==> config.mk <==
export PLATFORM = sky130hd
export DESIGN_NAME = sensor_scratchpad_crc_decoder_unit
export DESIGN_NICKNAME = d
export VERILOG_FILES = /design/src/rtl/ssdec_pkg.sv /design/src/rtl/ssdec_core.sv /design/src/rtl/ssdec_obuf.sv /design/src/rtl/sensor_scratchpad_crc_decoder_unit.sv
export VERILOG_INCLUDE_DIRS = /design/src /design/src/rtl
export SDC_FILE = /design/constraint.sdc
export NUM_CORES = 1
export LEC_CHECK = 0
export ABC_AREA = 0
export BUFFER_PORTS_ARGS = -buffer_cell sky130_fd_sc_hd__buf_2
export CORE_MARGIN = 10
export CORE_UTILIZATION = 25
export CTS_BUF_LIST = sky130_fd_sc_hd__clkbuf_4
export CTS_CLUSTER_DIAMETER = 40
export CTS_CLUSTER_SIZE = 16
export DETAILED_ROUTE_END_ITERATION = 10
export PLACE_DENSITY = 0.39
export SYNTH_ARGS = -nofsm -noshare
export SYNTH_HDL_FRONTEND = slang
export SYNTH_SLANG_ARGS = --single-unit
==> constraint.sdc <==
create_clock -name clk_i -period 3.83 [get_ports clk_i]
set_input_delay 0.383 -clock clk_i [delete_from_list [all_inputs] [get_ports clk_i]]
set_output_delay 0.383 -clock clk_i [all_outputs]
set_load 0.03 [all_outputs]
==> src/rtl/sensor_scratchpad_crc_decoder_unit_assert.svh <==
// assertion macros shared by the scratchpad decoder modules
`ifndef SENSOR_SCRATCHPAD_CRC_DECODER_UNIT_ASSERT_SVH
`define SENSOR_SCRATCHPAD_CRC_DECODER_UNIT_ASSERT_SVH

// property that holds at every clock edge out of reset
`define SSDEC_ASSERT_HOLDS(lbl, expr) \
  lbl: assert property (@(posedge clk_i) disable iff (!rst_ni) (expr)) \
    else $error("assertion failed");

// same-cycle implication
`define SSDEC_ASSERT_IMP(lbl, ante, cons) \
  lbl: assert property (@(posedge clk_i) disable iff (!rst_ni) (ante) |-> (cons)) \
    else $error("assertion failed");

// next-cycle implication
`define SSDEC_ASSERT_NEXT(lbl, ante, cons) \
  lbl: assert property (@(posedge clk_i) disable iff (!rst_ni) (ante) |=> (cons)) \
    else $error("assertion failed");

`endif

==> src/rtl/ssdec_pkg.sv <==
// shared types, constants and crc function for the scratchpad decoder
package ssdec_pkg;

  localparam logic [7:0] CrcPoly   = 8'h8C;
  localparam logic [3:0] LastIndex = 4'd8;

  typedef struct packed {
    logic signed [16:0] temperature_sixteenths;
    logic               crc_ok;
  } result_t;

  typedef struct packed {
    logic [3:0] idx;
    logic       last;
    logic [7:0] crc_next;
  } step_t;

  function automatic logic [7:0] crc8_byte(input logic [7:0] crc_in, input logic [7:0] data);
    logic [7:0] c;
    logic [7:0] d;
    c = crc_in;
    d = data;
    for (int k = 0; k < 8; k++) begin
      if (c[0] ^ d[0]) begin
        c = (c >> 1) ^ CrcPoly;
      end else begin
        c = c >> 1;
      end
      d = d >> 1;
    end
    return c;
  endfunction

endpackage

==> src/rtl/ssdec_core.sv <==
// per-byte decode: position, crc update and temperature conversion
module ssdec_core (
  input  logic [3:0]         byte_index_i,
  input  logic [7:0]         crc_i,
  input  logic [7:0]         temp_lo_i,
  input  logic [7:0]         temp_hi_i,
  input  logic [7:0]         data_byte_i,
  input  logic               frame_start_i,
  output ssdec_pkg::step_t   step_o,
  output ssdec_pkg::result_t result_o
);

  logic [3:0]  idx_raw;
  logic [3:0]  idx;
  logic [7:0]  crc_seed;
  logic [15:0] raw;

  assign idx_raw  = frame_start_i ? 4'd0 : byte_index_i;
  assign idx      = (idx_raw > ssdec_pkg::LastIndex) ? 4'd0 : idx_raw;
  assign crc_seed = (idx == 4'd0) ? 8'd0 : crc_i;

  assign step_o.idx      = idx;
  assign step_o.last     = (idx == ssdec_pkg::LastIndex);
  assign step_o.crc_next = ssdec_pkg::crc8_byte(crc_seed, data_byte_i);

  // any of the top four bits set means a negative reading
  assign raw = {temp_hi_i, temp_lo_i};
  assign result_o.temperature_sixteenths = (|raw[15:12]) ? $signed({1'b1, raw})
                                                         : $signed({1'b0, raw});
  assign result_o.crc_ok = (crc_i == data_byte_i);

endmodule

==> src/rtl/ssdec_obuf.sv <==
// two-entry result buffer: output register plus skid slot
`include "sensor_scratchpad_crc_decoder_unit_assert.svh"

module ssdec_obuf (
  input  logic               clk_i,
  input  logic               rst_ni,
  input  logic               push_i,
  input  ssdec_pkg::result_t push_data_i,
  output logic               can_push_o,
  output logic               out_valid_o,
  input  logic               out_ready_i,
  output ssdec_pkg::result_t out_data_o
);

  logic               o_vld_q, o_vld_d;
  logic               s_vld_q, s_vld_d;
  ssdec_pkg::result_t o_data_q, o_data_d;
  ssdec_pkg::result_t s_data_q, s_data_d;
  logic               pop;

  assign pop         = o_vld_q && out_ready_i;
  assign can_push_o  = !s_vld_q;
  assign out_valid_o = o_vld_q;
  assign out_data_o  = o_data_q;

  always_comb begin
    o_vld_d  = o_vld_q;
    s_vld_d  = s_vld_q;
    o_data_d = o_data_q;
    s_data_d = s_data_q;
    if (s_vld_q) begin
      if (pop) begin
        o_data_d = s_data_q;
        s_vld_d  = 1'b0;
      end
    end else if (push_i) begin
      if (!o_vld_q || pop) begin
        o_data_d = push_data_i;
        o_vld_d  = 1'b1;
      end else begin
        s_data_d = push_data_i;
        s_vld_d  = 1'b1;
      end
    end else if (pop) begin
      o_vld_d = 1'b0;
    end
  end

  always_ff @(posedge clk_i or negedge rst_ni) begin
    if (!rst_ni) begin
      o_vld_q <= 1'b0;
      s_vld_q <= 1'b0;
    end else begin
      o_vld_q <= o_vld_d;
      s_vld_q <= s_vld_d;
    end
  end

  always_ff @(posedge clk_i) begin
    o_data_q <= o_data_d;
    s_data_q <= s_data_d;
  end

  `SSDEC_ASSERT_IMP(a_skid_behind_out, s_vld_q, o_vld_q)
  `SSDEC_ASSERT_IMP(a_no_overflow, push_i, !s_vld_q)
  `SSDEC_ASSERT_NEXT(a_stall_fills_skid, push_i && o_vld_q && !out_ready_i, s_vld_q)

endmodule

==> src/rtl/sensor_scratchpad_crc_decoder_unit.sv <==
// top level of the scratchpad decoder with crc-8 check
`include "sensor_scratchpad_crc_decoder_unit_assert.svh"

// Takes the nine scratchpad bytes of a one-wire temperature sensor, one byte per
// transfer, and after byte 8 delivers one result: the temperature in signed
// sixteenths of a degree and crc_ok, set when byte 8 equals the reflected CRC-8
// (poly 0x8C) of bytes 0 to 7. frame_start marks byte 0 and restarts the count.
// A byte is taken every cycle unless the input stalls; each byte waits in the input
// register, and the result of byte 8 passes from there into the result buffer.
// A two-entry result buffer lets input keep flowing while a result waits; input
// stalls only when both entries are full and byte 8 sits in the input register.
module sensor_scratchpad_crc_decoder_unit (
  input  logic               clk_i,
  input  logic               rst_ni,
  input  logic               in_valid_i,
  output logic               in_ready_o,
  input  logic [7:0]         data_byte_i,
  input  logic               frame_start_i,
  output logic               out_valid_o,
  input  logic               out_ready_i,
  output logic signed [16:0] temperature_sixteenths_o,
  output logic               crc_ok_o
);

  logic               in_vld_q;
  logic [7:0]         data_q;
  logic               start_q;
  logic [3:0]         byte_index_q, byte_index_d;
  logic [7:0]         crc_q, crc_d;
  logic [7:0]         temp_lo_q;
  logic [7:0]         temp_hi_q;
  logic               adv;
  logic               can_push;
  ssdec_pkg::step_t   step;
  ssdec_pkg::result_t result;
  ssdec_pkg::result_t out_data;

  ssdec_core u_core (
    .byte_index_i  (byte_index_q),
    .crc_i         (crc_q),
    .temp_lo_i     (temp_lo_q),
    .temp_hi_i     (temp_hi_q),
    .data_byte_i   (data_q),
    .frame_start_i (start_q),
    .step_o        (step),
    .result_o      (result)
  );

  assign adv        = in_vld_q && (!step.last || can_push);
  assign in_ready_o = !in_vld_q || adv;

  always_ff @(posedge clk_i or negedge rst_ni) begin
    if (!rst_ni) begin
      in_vld_q <= 1'b0;
    end else if (in_ready_o) begin
      in_vld_q <= in_valid_i;
    end
  end

  always_ff @(posedge clk_i) begin
    if (in_ready_o && in_valid_i) begin
      data_q  <= data_byte_i;
      start_q <= frame_start_i;
    end
  end

  always_comb begin
    byte_index_d = byte_index_q;
    crc_d        = crc_q;
    if (adv) begin
      if (step.last) begin
        byte_index_d = 4'd0;
      end else begin
        byte_index_d = 4'(step.idx + 4'd1);
        crc_d        = step.crc_next;
      end
    end
  end

  always_ff @(posedge clk_i or negedge rst_ni) begin
    if (!rst_ni) begin
      byte_index_q <= 4'd0;
      crc_q        <= 8'd0;
    end else begin
      byte_index_q <= byte_index_d;
      crc_q        <= crc_d;
    end
  end

  // temperature bytes 0 and 1
  always_ff @(posedge clk_i) begin
    if (adv && step.idx == 4'd0) begin
      temp_lo_q <= data_q;
    end
    if (adv && step.idx == 4'd1) begin
      temp_hi_q <= data_q;
    end
  end

  ssdec_obuf u_obuf (
    .clk_i       (clk_i),
    .rst_ni      (rst_ni),
    .push_i      (adv && step.last),
    .push_data_i (result),
    .can_push_o  (can_push),
    .out_valid_o (out_valid_o),
    .out_ready_i (out_ready_i),
    .out_data_o  (out_data)
  );

  assign temperature_sixteenths_o = out_data.temperature_sixteenths;
  assign crc_ok_o                 = out_data.crc_ok;

  `SSDEC_ASSERT_HOLDS(a_index_in_range, byte_index_q <= ssdec_pkg::LastIndex)
  `SSDEC_ASSERT_NEXT(a_last_wraps, adv && step.last, byte_index_q == 4'd0)
  `SSDEC_ASSERT_NEXT(a_byte_counts, adv && !step.last, byte_index_q != 4'd0)

endmodule

==> metrics list <==
- Result of the run: completed
* Max rail drop VDD: 0.186 mV
- Overall die width: 137 µm
* Maximum fanout along the worst path: 8
- The top cell types in the final layout, fill and taps aside, are edfxtp_1, buf_2, xnor2_1.
- The startpoint identified for the worst register-to-register timing path is start_q.
- Clock period minus worst slack: 2790 ps
- Post-DR wirelength/cell: 14.7 µm
- Slowest stage delay, CP: 700 ps
- RSZ-0062 raised after global routing: no
- DRC violation total after the first TritonRoute iteration: 136
- The first TritonRoute pass finished after 4 iterations.
- In this run the tightest slew margin relative to its limit is 27.1%.
- The initial antenna violation count is 0.
* Number of synthesized register bits: 76
- Worst-Margin Slew: 1090 ps
- Count of different cell masters after synthesis: 43
- Arr. time, crit path: 2400 ps
- Worst hold start: data_byte_i[5]
* Starting density of the core: 25.6%
* Sequential share of the synthesized area: 64.5%
* Std-Cell Rows: 42
* Category of cells accounting for the largest share of critical-path delay: simple AND/OR/NAND/NOR gates
- Detailed routing inserted a total of 1956 vias.
- Across every metal layer, demand over resource in global routing totals 7.85%.
- Residual overflow from global routing: 0
* Slowest-stage cell, CP: or4b_1
* MaxCap Viol Count: 0
- The worst setup path is launched from a flip-flop.
- Data required time at the worst endpoint: 3450 ps
- TritonCTS built the clock tree.
- The min-delay analysis places its worst path in the category in2reg.
* Count of buffer and inverter cells on the critical path: 1
* Most frequent standard cell in the layout excluding fill and tap cells: edfxtp_1
* Die area: 0.0188 mm²
- Worst Hold Endpoint: data_q[5]
- In the final timing run, aggregate negative setup slack is 0 ps.
- Entering global routing, the biggest net connects 28 pins.
- CTS saw 76 sinks.
- Number of buffers created by CTS: 9
- Max Slew Vio Count: 0
- Buffer type at the clock tree root: clkbuf_4
- Static power due to leakage: 1.42 nW
- Vias in the first global route: 1994
- Die Height: 137 µm
* Fmax: 359 MHz
- Average cell area after synthesis: 14.3 µm²
* Port bufs: 32
- Cells traversed along the worst timing path: or4b_1 -> nor2_1 -> nand3_1 -> buf_2
* Post-synth top flop: edfxtp_1
* Fraction of final layout cells sized beyond drive strength 1: 26.3%
- Boundary pin count: 33
- After clock tree synthesis, the setup repair step added 0 buffers.
* Final-report hold violation count: 0
* Vias per cell: 4.28
- At the placement stage, the worst setup path has a slack of 1070 ps.
- For this run, design rule violations remaining after detail routing come to 0.
- DP HPWL: 4.75 mm
- After layout, the worst path uses 72.8% of the clock period.
* Routability congestion estimate from global placement: 0.711
* Wire length of the first global-routing pass: 11.2 mm
- The final layout contains routed wiring with a total length of 6.73 mm.
- Worst hold stages: 1
- H-tree lvl count: 3
- Worst-case reg-to-reg path depth: 9
* Synth warn: 0
* Post-Syn Instances: 239
- NumNets Final: 292
- Diodes inserted: 0
- Critical Path Source: byte_index_q[1]
* Netlist Area Pre-Place: 0.00342 mm²
* Worst setup slack for register-to-register paths: 1080 ps
* Async set or reset register ratio after synthesis: 19.7%
- Synthesis produced a netlist with a net count of 255.
- Setup violations remaining at the end of the flow were counted as 0.
- Fillers: 1382
* Worst-path clk slew: 140 ps
- EDFF count, synth: 61
* Setup Crit Path Kind: reg2out
- Synthesis-to-finish area growth: 15.1%
- For this run, the share of the core covered by cells in the final layout is 29.5%.
- Across the routed clock network, the largest skew measured is 20.8 ps.
- Post-DRT Antenna Nets: 0
- Worst setup slack after layout: 1040 ps
- Endpoint of the worst register-to-register path: crc_q[1]
- Buffer depth of the longest clock path: 2
* Clock latency of the later-clocked register in the worst-skew pair: 440 ps
* Area of the core region: 0.0133 mm²
- Ratio of total power to cell area: 575 mW/mm²
- Crit path capture type: primary output
through the flow:
stage               hold WS (ps)  std cells  instance area [µm²]  power [mW]
floorplan                   87.4        239                 3430        1.67
global placement             347        440                 3790        1.81
detailed placement           353        440                 3790        1.80
CTS                         78.0        457                 3940        2.30
global route                81.0        457                 3940        2.44
finish                       111        457                 3940        2.27
report_power, final:
group	leakage, nW	switching [mW]	internal [mW]	total (mW)
Combinational	0.590	0.332	0.348	0.680
Clock	0.0751	0.292	0.196	0.488
Sequential	0.751	0.122	0.976	1.10
worst max-delay path by stage:
stage / cells after the start / endpoint
floorplan: 5 / u_obuf.s_data_q[0]
global placement: 9 / crc_q[1]
detailed placement: 9 / crc_q[1]
CTS: 4 / in_ready_o
global route: 9 / crc_q[5]
finish: 4 / in_ready_o
cells by family (layout without fill, tap and decap cells):
logic type / after synthesis / after routing / synth area share (%)
buf+inv: 19 / 61 / 2.38
mux: 18 / 18 / 5.93
flops: 76 / 76 / 64.5
xor+xnor: 36 / 36 / 10.8
compound gates: 40 / 40 / 8.41
fa+ha+maj: 3 / 3 / 1.10
simple gates: 47 / 47 / 6.84
cells in the mapped netlist, drive strengths merged (2+ instances only):
master | count | area share, %
and2 | 2 | 0.37
a31o | 2 | 0.51
xor2 | 7 | 1.8
xnor3 | 4 | 2.6
a21oi | 8 | 1.2
a31oi | 4 | 1.2
nand2b | 4 | 0.73
inv | 8 | 0.88
xnor2 | 25 | 6.4
dfrtp | 15 | 11
buf | 3 | 0.62
o22ai | 2 | 0.37
o211a | 2 | 0.59
nand3 | 2 | 0.29
or4 | 2 | 0.44
o311ai | 2 | 0.51
o21ai | 9 | 1.3
mux2 | 18 | 5.9
nor2 | 12 | 1.3
nand2 | 17 | 1.9
ha | 3 | 1.1
nand4 | 4 | 0.73
clkbuf | 8 | 0.88
edfxtp | 61 | 54
layer usage:
| layer | global-route usage (%) | wire [µm] | vias up |
|---|---|---|---|
| met3 | 1.94 | 331 | 13 |
| met4 | 4.39 | 144 | 0 |
| li1 | - | - | 959 |
| met1 | 9.44 | 2960 | 947 |
| met5 | 0 | 0 | - |
| met2 | 12.6 | 3290 | 37 |
flip-flops by register name, indices dropped and copies added (netlist names):
signal and count:
u_obuf.s_data_q 18, temp_lo_q 8, u_obuf.s_vld_q 1, byte_index_q 4, start_q 1, crc_q 8
temp_hi_q 8, data_q 8, u_obuf.out_valid_o 1, u_obuf.out_data_o 18, in_vld_q 1
final cells by class:
cell class / count / area, µm² / area share [%]
repair buffers: 37 / 200 / 5.08
flip-flops and latches: 76 / 2210 / 56.1
inverters: 8 / 30.0 / 0.763
clock inverters: 7 / 65.1 / 1.65
clock buffers: 9 / 67.6 / 1.72
well taps: 176 / 220 / 5.59
multi-input cells: 144 / 1150 / 29.1
what timing repair did:
| item | CTS | global route |
|---|---|---|
| hold buffers | 1 | 0 |
| resized for setup | 0 | 0 |
| hold endpoints to repair | 15 | 0 |
Note: power is estimated with default switching activity, not from simulation.
